**src/rtl/core/bmfs_pkg.sv**
```systemverilog
`timescale 1ns / 1ps
`default_nettype none
// ---------------------------------------------------------------------------
// Bitmap find-first package
// Operation codes, field widths and default sizes shared by the bitmap unit.
// ---------------------------------------------------------------------------
package bmfs_pkg;

  localparam int BIT_COUNT_DEF = 1024;
  localparam int WORD_BITS_DEF = 64;

  localparam int FUNC_W   = 3;
  localparam int BITNUM_W = 10;
  localparam int INDEX_W  = 10;

  localparam int S_TDATA_W = 16;
  localparam int M_TDATA_W = 16;

  typedef enum logic [FUNC_W-1:0] {
    FN_SET_BIT    = 3'd0,
    FN_CLEAR_BIT  = 3'd1,
    FN_FIND_SET   = 3'd2,
    FN_FIND_CLEAR = 3'd3,
    FN_FILL_ONES  = 3'd4,
    FN_CLEAR_ALL  = 3'd5
  } func_t;

  // Status of the word currently on the shared word unit.
  typedef struct packed {
    logic hit;
    logic old_zero;
    logic old_full;
    logic new_zero;
    logic new_full;
  } word_stat_t;

endpackage
`default_nettype wire

```
**src/rtl/core/bmfs_mem.sv**
```systemverilog
`timescale 1ns / 1ps
`default_nettype none
// ---------------------------------------------------------------------------
// Bitmap word store
// Single write port, single read port, read data registered.
// ---------------------------------------------------------------------------
module bmfs_mem #(
  parameter int DEPTH = 16,
  parameter int WIDTH = 64,
  parameter int AW    = 4
) (
  input  wire logic             clk,
  input  wire logic             we,
  input  wire logic [AW-1:0]    waddr,
  input  wire logic [WIDTH-1:0] wdata,
  input  wire logic [AW-1:0]    raddr,
  output logic      [WIDTH-1:0] rdata
);

  logic [WIDTH-1:0] mem [DEPTH];

  always_ff @(posedge clk) begin
    if (we) begin
      mem[waddr] <= wdata;
    end
  end

  always_ff @(posedge clk) begin
    rdata <= mem[raddr];
  end

endmodule
`default_nettype wire

```
**src/rtl/core/bmfs_word_unit.sv**
```systemverilog
`timescale 1ns / 1ps
`default_nettype none
// ---------------------------------------------------------------------------
// Bitmap word unit
// Shared per-word logic: lowest matching bit search, single-bit update and
// zero/full detection of the word before and after the update.
// ---------------------------------------------------------------------------
module bmfs_word_unit
  import bmfs_pkg::*;
#(
  parameter int WORD_BITS = WORD_BITS_DEF,
  parameter int BW        = 6
) (
  input  wire logic [WORD_BITS-1:0] word,
  input  wire logic                 find_clear,
  input  wire logic                 op_set,
  input  wire logic [BW-1:0]        bit_pos,
  output logic      [BW-1:0]        hit_pos,
  output logic      [WORD_BITS-1:0] new_word,
  output word_stat_t                stat
);

  logic [WORD_BITS-1:0] match;
  logic [WORD_BITS-1:0] bit_mask;

  always_comb begin
    match   = find_clear ? ~word : word;
    hit_pos = '0;
    for (int i = WORD_BITS - 1; i >= 0; i--) begin
      if (match[i]) begin
        hit_pos = BW'(i);
      end
    end
  end

  assign bit_mask = {{(WORD_BITS-1){1'b0}}, 1'b1} << bit_pos;
  assign new_word = op_set ? (word | bit_mask) : (word & ~bit_mask);

  assign stat.hit      = |match;
  assign stat.old_zero = ~|word;
  assign stat.old_full = &word;
  assign stat.new_zero = ~|new_word;
  assign stat.new_full = &new_word;

endmodule
`default_nettype wire

```
**src/rtl/core/bitmap_find_first_set_clear_unit.sv**
```systemverilog
`timescale 1ns / 1ps
`default_nettype none
// ---------------------------------------------------------------------------
// Bitmap find-first set/clear unit
// Allocation bitmap held in a word memory, with set, clear, find-first and
// fill operations run one word per cycle by a small sequencer.
// ---------------------------------------------------------------------------
//  Channel  Dir  Width  Contents (lowest bit first)
//  s_*      in   16     func[2:0], bit_number[12:3]
//  m_*      out  16     found[0], found_index[10:1], all_clear[11], all_set[12]
//
//  Searches scan from the lowest word up until a hit or the last word.
//  Set and clear step through fetch, read-modify-write, result and idle; the
//  word index is the upper bits of bit_number, as WORD_BITS is a power of two.
//  Fill and clear-all write one word per cycle, then go to result.
//  After reset a clearing pass runs before s_tready rises.
//  A finished result waits in the output register while m_tready is low;
//  the next transaction may be accepted meanwhile.
// ---------------------------------------------------------------------------
module bitmap_find_first_set_clear_unit
  import bmfs_pkg::*;
#(
  parameter int BIT_COUNT = BIT_COUNT_DEF,
  parameter int WORD_BITS = WORD_BITS_DEF
) (
  input  wire logic                 clk,
  input  wire logic                 rst,
  input  wire logic                 s_tvalid,
  output logic                      s_tready,
  input  wire logic [S_TDATA_W-1:0] s_tdata,  // func[2:0], bit_number[12:3]
  output logic                      m_tvalid,
  input  wire logic                 m_tready,
  output logic      [M_TDATA_W-1:0] m_tdata   // found, found_index, all_clear, all_set
);

  localparam int NWORDS = BIT_COUNT / WORD_BITS;
  localparam int TOTAL  = NWORDS * WORD_BITS;
  localparam int AW     = (NWORDS > 1) ? $clog2(NWORDS) : 1;
  localparam int CW     = $clog2(NWORDS + 1);
  localparam int BW     = (WORD_BITS > 1) ? $clog2(WORD_BITS) : 1;
  localparam int IDXW   = $clog2(TOTAL + 1);

  typedef enum logic [5:0] {
    S_SWEEP  = 6'b000001,
    S_IDLE   = 6'b000010,
    S_FETCH  = 6'b000100,
    S_RMW    = 6'b001000,
    S_SCAN   = 6'b010000,
    S_RESULT = 6'b100000
  } state_t;

  state_t                 state;
  logic [AW-1:0]          wc;
  logic [BITNUM_W-1:0]    rem;
  logic [IDXW-1:0]        base;
  logic                   sweep_ones;
  logic                   sweep_init;
  logic                   find_clear;
  logic                   op_set;
  logic                   res_found;
  logic [IDXW-1:0]        res_idx;
  logic [CW-1:0]          zero_count;
  logic [CW-1:0]          full_count;

  func_t                  in_func;
  logic [BITNUM_W-1:0]    in_bitnum;
  logic                   last_word;
  logic                   out_load;
  logic [IDXW+INDEX_W-1:0] idx_wide;

  logic                   mem_we;
  logic [AW-1:0]          mem_raddr;
  logic [WORD_BITS-1:0]   mem_wdata;
  logic [WORD_BITS-1:0]   mem_rdata;
  logic [BW-1:0]          hit_pos;
  logic [WORD_BITS-1:0]   new_word;
  word_stat_t             stat;

  assign in_func   = func_t'(s_tdata[FUNC_W-1:0]);
  assign in_bitnum = s_tdata[FUNC_W +: BITNUM_W];
  assign last_word = (wc == AW'(NWORDS - 1));
  assign idx_wide  = {{INDEX_W{1'b0}}, res_idx};
  assign s_tready  = (state == S_IDLE);
  assign out_load  = (state == S_RESULT) && (!m_tvalid || m_tready);

  always_comb begin
    case (state)
      S_SCAN:  mem_raddr = wc + AW'(1);
      S_FETCH: mem_raddr = wc;
      default: mem_raddr = '0;
    endcase
  end

  assign mem_we    = (state == S_SWEEP) || (state == S_RMW);
  assign mem_wdata = (state == S_SWEEP) ? {WORD_BITS{sweep_ones}} : new_word;

  bmfs_mem #(
    .DEPTH (NWORDS),
    .WIDTH (WORD_BITS),
    .AW    (AW)
  ) u_mem (
    .clk   (clk),
    .we    (mem_we),
    .waddr (wc),
    .wdata (mem_wdata),
    .raddr (mem_raddr),
    .rdata (mem_rdata)
  );

  bmfs_word_unit #(
    .WORD_BITS (WORD_BITS),
    .BW        (BW)
  ) u_word (
    .word       (mem_rdata),
    .find_clear (find_clear),
    .op_set     (op_set),
    .bit_pos    (rem[BW-1:0]),
    .hit_pos    (hit_pos),
    .new_word   (new_word),
    .stat       (stat)
  );

  always_ff @(posedge clk) begin
    if (rst) begin
      state      <= S_SWEEP;
      wc         <= '0;
      sweep_ones <= 1'b0;
      sweep_init <= 1'b1;
      zero_count <= CW'(NWORDS);
      full_count <= '0;
      m_tvalid   <= 1'b0;
      res_found  <= 1'b0;
    end else begin
      if (out_load) begin
        m_tvalid <= 1'b1;
      end else if (m_tready) begin
        m_tvalid <= 1'b0;
      end
      case (state)
        S_SWEEP: begin
          wc <= wc + AW'(1);
          if (last_word) begin
            zero_count <= sweep_ones ? '0 : CW'(NWORDS);
            full_count <= sweep_ones ? CW'(NWORDS) : '0;
            sweep_init <= 1'b0;
            state      <= sweep_init ? S_IDLE : S_RESULT;
          end
        end
        S_IDLE: begin
          if (s_tvalid) begin
            res_found <= 1'b0;
            res_idx   <= '0;
            base      <= '0;
            case (in_func)
              FN_SET_BIT, FN_CLEAR_BIT: begin
                op_set <= (in_func == FN_SET_BIT);
                rem    <= in_bitnum;
                wc     <= AW'(in_bitnum >> BW);
                // Bit numbers beyond the bitmap leave it unchanged.
                state  <= (32'(in_bitnum) < 32'(TOTAL)) ? S_FETCH : S_RESULT;
              end
              FN_FIND_SET, FN_FIND_CLEAR: begin
                find_clear <= (in_func == FN_FIND_CLEAR);
                wc         <= '0;
                state      <= S_SCAN;
              end
              FN_FILL_ONES, FN_CLEAR_ALL: begin
                sweep_ones <= (in_func == FN_FILL_ONES);
                wc         <= '0;
                state      <= S_SWEEP;
              end
              default: state <= S_RESULT;
            endcase
          end
        end
        S_FETCH: begin
          state <= S_RMW;
        end
        S_RMW: begin
          if (stat.old_zero && !stat.new_zero) begin
            zero_count <= zero_count - CW'(1);
          end else if (!stat.old_zero && stat.new_zero) begin
            zero_count <= zero_count + CW'(1);
          end
          if (stat.old_full && !stat.new_full) begin
            full_count <= full_count - CW'(1);
          end else if (!stat.old_full && stat.new_full) begin
            full_count <= full_count + CW'(1);
          end
          state <= S_RESULT;
        end
        S_SCAN: begin
          if (stat.hit) begin
            res_found <= 1'b1;
            res_idx   <= base + IDXW'(hit_pos);
            state     <= S_RESULT;
          end else if (last_word) begin
            state <= S_RESULT;
          end else begin
            wc   <= wc + AW'(1);
            base <= base + IDXW'(WORD_BITS);
          end
        end
        S_RESULT: begin
          if (!m_tvalid || m_tready) begin
            state <= S_IDLE;
          end
        end
        default: state <= S_IDLE;
      endcase
    end
  end

  always_ff @(posedge clk) begin
    if (out_load) begin
      m_tdata <= {{(M_TDATA_W - INDEX_W - 3){1'b0}},
                  (full_count == CW'(NWORDS)),
                  (zero_count == CW'(NWORDS)),
                  res_found ? idx_wide[INDEX_W-1:0] : INDEX_W'(0),
                  res_found};
    end
  end

endmodule
`default_nettype wire

```
**config.mk**
```make
export PLATFORM = sky130hd
export DESIGN_NAME = bitmap_find_first_set_clear_unit
export DESIGN_NICKNAME = d
export VERILOG_FILES = /design/src/rtl/core/bmfs_pkg.sv /design/src/rtl/core/bmfs_mem.sv /design/src/rtl/core/bmfs_word_unit.sv /design/src/rtl/core/bitmap_find_first_set_clear_unit.sv
export SDC_FILE = /design/constraint.sdc
export NUM_CORES = 2
export LEC_CHECK = 0
export BUFFER_PORTS_ARGS = -buffer_cell sky130_fd_sc_hd__buf_2
export CELL_PAD_IN_SITES_DETAIL_PLACEMENT = 1
export CELL_PAD_IN_SITES_GLOBAL_PLACEMENT = 2
export CORE_ASPECT_RATIO = 1.75
export CORE_UTILIZATION = 44
export DETAILED_ROUTE_END_ITERATION = 8
export PLACE_DENSITY = 0.81
export SYNTH_ARGS = -nofsm -noshare
export SYNTH_HDL_FRONTEND = slang
export SYNTH_SLANG_ARGS = --single-unit
export TNS_END_PERCENT = 50
```
**constraint.sdc**
```tcl
create_clock -name clk -period 8.68 [get_ports clk]
set_input_delay 0.434 -clock clk [delete_from_list [all_inputs] [get_ports clk]]
set_output_delay 0.434 -clock clk [all_outputs]
set_load 0.05 [all_outputs]
```
; Word-level counts from Yosys, hierarchy flattened
; Memories as Yosys holds them, arrays and structs flattened. A register that Yosys moved wholly into a read port is not among the register bits.
; Cells that the tools add are included.
[word_totals]
mem_bits_rw = 1024
inputBits = 20
wordCells = 194
n_memories = 1
ff_bits = 66
out_inout_bits = 18
[classes]
n_eq_ne = 24
mux = 104
bitwise = 5
add_sub_neg = 7
n_reduce_logical = 37
shift = 1
[memory_table]
columns = name, depth, word_bits, rd, rd_ports_with_merged_regs, write_ports, line
row1 = u_mem.mem, 16, 64, 1, 1, 1, bmfs_mem.sv:20  ; logic [WIDTH-1:0] mem [DEPTH];
[op_table]
columns = cell, n
row1 = 6-bit 2-to-1 mux, 70
row2 = 64-bit 2-to-1 mux, 3
row3 = 64-bit OR reduction, 3
row4 = 64-bit NOT, 2
row5 = 64-bit AND reduction, 2
row6 = 64-bit AND, 1
row7 = 64-bit OR, 1
row8 = "1-bit by 6-bit << shifter with 64-bit output, first input constant", 1
row9 = 5-bit 2-to-1 mux, 8
row10 = 6-bit case mux with 6 select lines, 1
row11 = 11-bit 2-to-1 mux, 3
row12 = 11-bit case mux with 2 select lines, 1
row13 = 10-bit case mux with 2 select lines, 1
row14 = 5-bit case mux with 2 select lines, 2
row15 = 6-bit case mux with 3 select lines, 1
row16 = 4-bit case mux with 2 select lines, 2
row17 = 4-bit AND reduction, 4
row18 = 4-bit 2-to-1 mux, 3
row19 = 4-bit case mux with 3 select lines, 1
row20 = 3-bit AND reduction, 4
row21 = "11-bit by 7-bit adder with 11-bit output, second input constant", 1
row22 = 10-bit by 6-bit adder with 10-bit output, 1
row23 = "5-bit by 1-bit adder with 5-bit output, second input constant", 2
row24 = "5-bit equality test, second input constant", 2
row25 = 31 further kinds, 58

; Depth between registers and ports, before layout
[depth]
ltp_word = 69
ltp_mapped = 19

; Modules after synthesis
; From an unflattened synthesis, not the netlist that was laid out.
[hier_totals]
hier_cells = 2812
area_unflattened_um2 = 47735.8
[by_module_without_submodules]
columns = mod, area_per_inst_um2, n_inst, seq_area_each_um2, cells_each
row1 = bmfs_mem, 39581.7, 1, 32030.7, 1647
row2 = bmfs_word_unit, 4586.9, 1, 0.0, 800
row3 = bitmap_find_first_set_clear_unit, 3567.2, 1, 1531.5, 365

; Worst setup path after synthesis
; Ideal clock, no wire load.
[synth_path]
path_kind = flip-flop to flip-flop
from = register state[0]
to = memory u_mem.mem[0][0], enable pin
stages_incl_launch_ff = 7
n_path_buf = 1
path_slack_ps = 2450
t_required_ps = 8115
arrival_time_ps = 5665
path_cell_list = dfxtp_1 -> nor4_1 -> nand3b_1 -> clkbuf_1 -> nand2_1 -> nand2_1 -> nor3_1
[synth_between]
elab_chain_len = 4
elab_cells_between_ends = 5
cone_classes = eq/ne (2) / mux (2) / reduce/logical (1)
[synth_rtl]
columns = item, line
row1 = start: declaration, bitmap_find_first_set_clear_unit.sv:52  ; state_t state;
row2 = start signal: assignment, bitmap_find_first_set_clear_unit.sv:146  ; state <= sweep_init ? S_IDLE : S_RESULT;
row3 = start signal: assignment, bitmap_find_first_set_clear_unit.sv:160  ; state <= (32'(in_bitnum) < 32'(TOTAL)) ? S_FETCH : S_RESULT;
row4 = 6-bit by 1-bit equality test with 1-bit output or 6-bit by 4-bit equality test with 1-bit output (tied branches), bitmap_find_first_set_clear_unit.sv:94  ; assign mem_we = (state == S_SWEEP) || (state == S_RMW);
row5 = 1-bit logical OR (*), bitmap_find_first_set_clear_unit.sv:94
row6 = 1-bit 2-to-1 mux (*), bmfs_mem.sv:23  ; if (we) begin
row7 = 1-bit 2-to-1 mux (implied by the code) (*), bmfs_mem.sv:24  ; mem[waddr] <= wdata;
row8 = end: declaration, bmfs_mem.sv:20
; Mark *: on every way between the ends. The rest lies on a longest branch, timed or not.

; Final worst setup path
[layout_path]
from = register rem[2]
to = register zero_count[4]
[layout_between]
elab_chain_len = 9
elab_cells_between_ends = 13
cone_classes = eq/ne (1) / shift (1) / mux (3) / bitwise (3) / reduce/logical (5)
[layout_rtl]
columns = item, line
row1 = start: declaration, bitmap_find_first_set_clear_unit.sv:54  ; logic [BITNUM_W-1:0] rem;
row2 = start signal: assignment, bitmap_find_first_set_clear_unit.sv:157  ; rem <= in_bitnum;
row3 = 1-bit by 6-bit << shifter with 64-bit output (*), bmfs_word_unit.sv:36  ; assign bit_mask = {{(WORD_BITS-1){1'b0}}, 1'b1} << bit_pos;
row4 = 64-bit NOT, bmfs_word_unit.sv:37  ; assign new_word = op_set ? (word | bit_mask) : (word & ~bit_mask);
row5 = 64-bit AND, bmfs_word_unit.sv:37
row6 = 64-bit 2-to-1 mux (*), bmfs_word_unit.sv:37
row7 = 64-bit OR reduction (*), bmfs_word_unit.sv:42  ; assign stat.new_zero = ~|new_word;
row8 = 1-bit zero test, bmfs_word_unit.sv:42
row9 = 1-bit logical AND, bitmap_find_first_set_clear_unit.sv:182  ; end else if (!stat.old_zero && stat.new_zero) begin
row10 = 3-bit by 1-bit != test with 1-bit output (no line), -
row11 = 3-bit AND reduction (no line), -
row12 = end signal: assignment, bitmap_find_first_set_clear_unit.sv:143  ; zero_count <= sweep_ones ? '0 : CW'(NWORDS);
row13 = end signal: assignment, bitmap_find_first_set_clear_unit.sv:181  ; zero_count <= zero_count - CW'(1);
row14 = end signal: assignment, bitmap_find_first_set_clear_unit.sv:183  ; zero_count <= zero_count + CW'(1);
row15 = end: declaration, bitmap_find_first_set_clear_unit.sv:62  ; logic [CW-1:0] zero_count;
; Marked as above.
; A chain may end at the register's enable or synchronous reset.

==> results.yml <==
layout:
  instances_no_fill: 5768
  drive_above_1_share_pct: 9.06
  nets: 4221
  syn_to_final_growth_pct: 10.4
global_route:
  grt-ovfl-total: 0
  grtUsageTotal_pct: 29.5
  antenna_found_initial: 6
  grt_pass1_wl_um: 253000
  grt_max_degree: 179
  grt_pass1_vias: 38003
pwr:
  p_per_area_nw_per_um2: 277
  swShare_pct: 32.1
  vdd_ir_drop_max_uv: 168
  clockPowerShare_pct: 30.6
  internal-power_mw: 10.6
  power_switching_mw: 4.99
  cellLeakagePower_nw: 18.4
  power_frac_seq_pct: 51.1
  p_comb_share_pct: 18.3
sta:
  rsz0062_at_grt: "no"
  worstMarginPinSlew_ps: 1410
  fin_ws_ps: 2660
  fmax_mhz: 166
  setup_viol: 0
  relSlewSlack_pct: 5.66
  finalCritPeriodShare_pct: 69.4
  drv_slew: 0
  hold_viol: 0
  final.setup.tns_ps: 0
  min_period_ps: 6020
  skew_ps: 69.2
worst_setup_path:
  crit_arrival_ps: 6680
  cp.required_ps: 9330
  start_kind: "flip-flop"
  setup.worst_path.class: "reg -> reg"
  path_max_fanout: 59
  critPathCaptureType: "flip-flop"
  r2r_slack_ps: 2660
clock_network:
  h-tree-depth: 3
  numCtsBuffers: 103
  cts_tree: "built"
  post_cts_buffers: 0
  clk_pin_slew_ps: 70
  hold_buffers: 8
  cts_root_buf: "clkbuf_16"
  clock_sinks: 1147
  worst_skew_pair.late_latency_ps: 770
  post_cts_resized: 0
  cts_max_path_buffers: 3
synth:
  yosysWarnings: 0
  netlist_area_um2: 50800
  ys.flop_type: "edfxtp_1"
  synth_edf_count: 1059
  synth.most_common_cell: "edfxtp_1"
  synth_top_area_share_pct: 62.6
  synth-seq-area-share_pct: 66.0
  yosys.area.top_type: "edfxtp_1"
  synth_area_leaders: "edfxtp_1 (63%), nand2_1 (5.9%), a211oi_1 (4.0%)"
  ys_async_sr_fraction_pct: 0
  yosysUniqueCellTypes: 98
  ys_ff_latch: 1147
  synth_area_per_cell_um2: 11.8
  synthCells: 4296
  ys_top_cells_by_count: "edfxtp_1 (1059), nand2_1 (803), clkbuf_1 (308)"
outcome:
  status: "complete, no violations"
hold_path:
  hold_class: "in -> reg"
drt:
  drc: 0
  wl_per_cell_um: 30.1
  first_pass_iters: 5
  ant_nets: 0
  num_vias: 36606
  wl_um: 174000
  via_per_inst: 6.35
  drtIter0Drc: 3240
floorplan:
  core_um2: 114000
  ioPinCount: 38
  start_util_pct: 44.5
  chipHeight_um: 452
  die_x_um: 259
  core.rowCount: 164
  dieArea_um2: 117000
place:
  dp.cells: 5565
  numPortBuffers: 31
  dp_hpwl_um: 103000
  place_congestion: 0.996
  place_ws_ps: 2830
job:
  drv_cap: 0
-- cell type report --
class,instances,area (um2)
clock inverter,52,654
inverter,40,150
antenna,1,2.50
multi-input combinational,2737,15800
fill,11716,58200
tap,1494,1870
sequential,1147,33600
timing repair buffer,155,1210
clock buffer,142,2870
-- cells in the final DEF (no fill, tap or decap), drive strengths merged, types with 9 or more instances in the layout --
| cell | synthesis | final |
|---|---|---|
| edfxtp | 1059 | 1059 |
| nand2 | 803 | 803 |
| a211oi | 270 | 270 |
| a21oi | 233 | 233 |
| and2 | 210 | 210 |
| a31oi | 190 | 190 |
| nor2 | 183 | 183 |
| buf | 66 | 147 |
| clkbuf | 308 | 142 |
| a311oi | 132 | 132 |
| o21ai | 95 | 95 |
| dfxtp | 88 | 88 |
| nand3 | 73 | 73 |
| nand4 | 58 | 58 |
| nor4 | 53 | 53 |
| nor3 | 52 | 52 |
| inv | 39 | 40 |
| clkinv | 1 | 38 |
| and3 | 23 | 23 |
| or3 | 21 | 21 |
| o22ai | 20 | 20 |
| nor2b | 20 | 20 |
| or4 | 17 | 17 |
| ha | 15 | 15 |
| o31ai | 15 | 15 |
| nand2b | 14 | 14 |
| nand3b | 13 | 13 |
| mux2i | 13 | 13 |
| a21o | 11 | 11 |
| bufinv | 0 | 11 |
| o32ai | 11 | 11 |
| a21boi | 11 | 11 |
| xnor2 | 9 | 9 |
| and4 | 9 | 9 |
| a22oi | 9 | 9 |
| or2 | 9 | 9 |
-- cell families after synthesis --
logic type	Yosys count	share of synthesized area, %
AO/OA/AOI/OAI	1075	14.4
XOR/XNOR	13	0.224
adder cells (fa/ha/maj)	17	0.448
buffers and inverters	414	3.34
flip-flops	1147	66.0
multiplexers	15	0.300
other	1	0.00738
AND/OR/NAND/NOR	1614	15.3
-- critical path: stages, from the launching register on --
cell and delay (ps):
edfxtp_1 520, buf_4 380, or4_1 910, o21ai_1 460, nand4_1 150, nor4b_1 420
nand4_1 210, a2111oi_2 800, nor2_1 250, ha_1 400, a21o_1 140, a21o_1 180
and3_1 190, or4b_1 430, nand3_1 90, o211ai_1 90, a21o_1 230
-- power by group through the flow --
stage	Clock [mW]	Sequential [mW]	Combinational, mW
floorplan	0	7.36	1.89
global placement	0	7.99	2.73
detailed placement	0	8.01	2.79
CTS	4.85	7.90	2.82
global route	5.01	7.96	3.03
finish	4.76	7.95	2.84
-- final timing paths --
kind,start,cells past startpoint,endpoint
setup / recovery,rem[2],16,zero_count[4]
hold / removal,m_tready,3,m_tvalid
setup reg to reg,rem[2],16,zero_count[4]
hold reg to reg,sweep_init,2,sweep_init
-- through the flow --
stage	hold slack (ps)	cell area, um2	utilization (%)	total power [mW]
after floorplan	446	50800	-	9.25
after global placement	472	52500	45.9	10.7
after detailed placement	483	52500	45.9	10.8
after CTS	3.25	56100	49.1	15.6
after global routing	67.7	56100	49.1	16.0
final	60.3	56100	49.1	15.5
-- layer usage --
layer,global-route usage (%),wire length [um],part of all wire (%)
met5,0,10,0.0058
met4,16.3,9750,5.6
met3,4.32,8380,4.8
met2,51.8,89000,51
met1,34.4,66500,38
-- registers in the layout, summed over array words and instances, names as in the netlist, 4 cells and up --
signal	cells
base	4
full_count	5
m_tdata	13
rem	6
res_idx	10
state	6
u_mem.mem	1024
u_mem.rdata	64
wc	4
zero_count	5
Note: power is estimated with default switching activity, not from simulation.
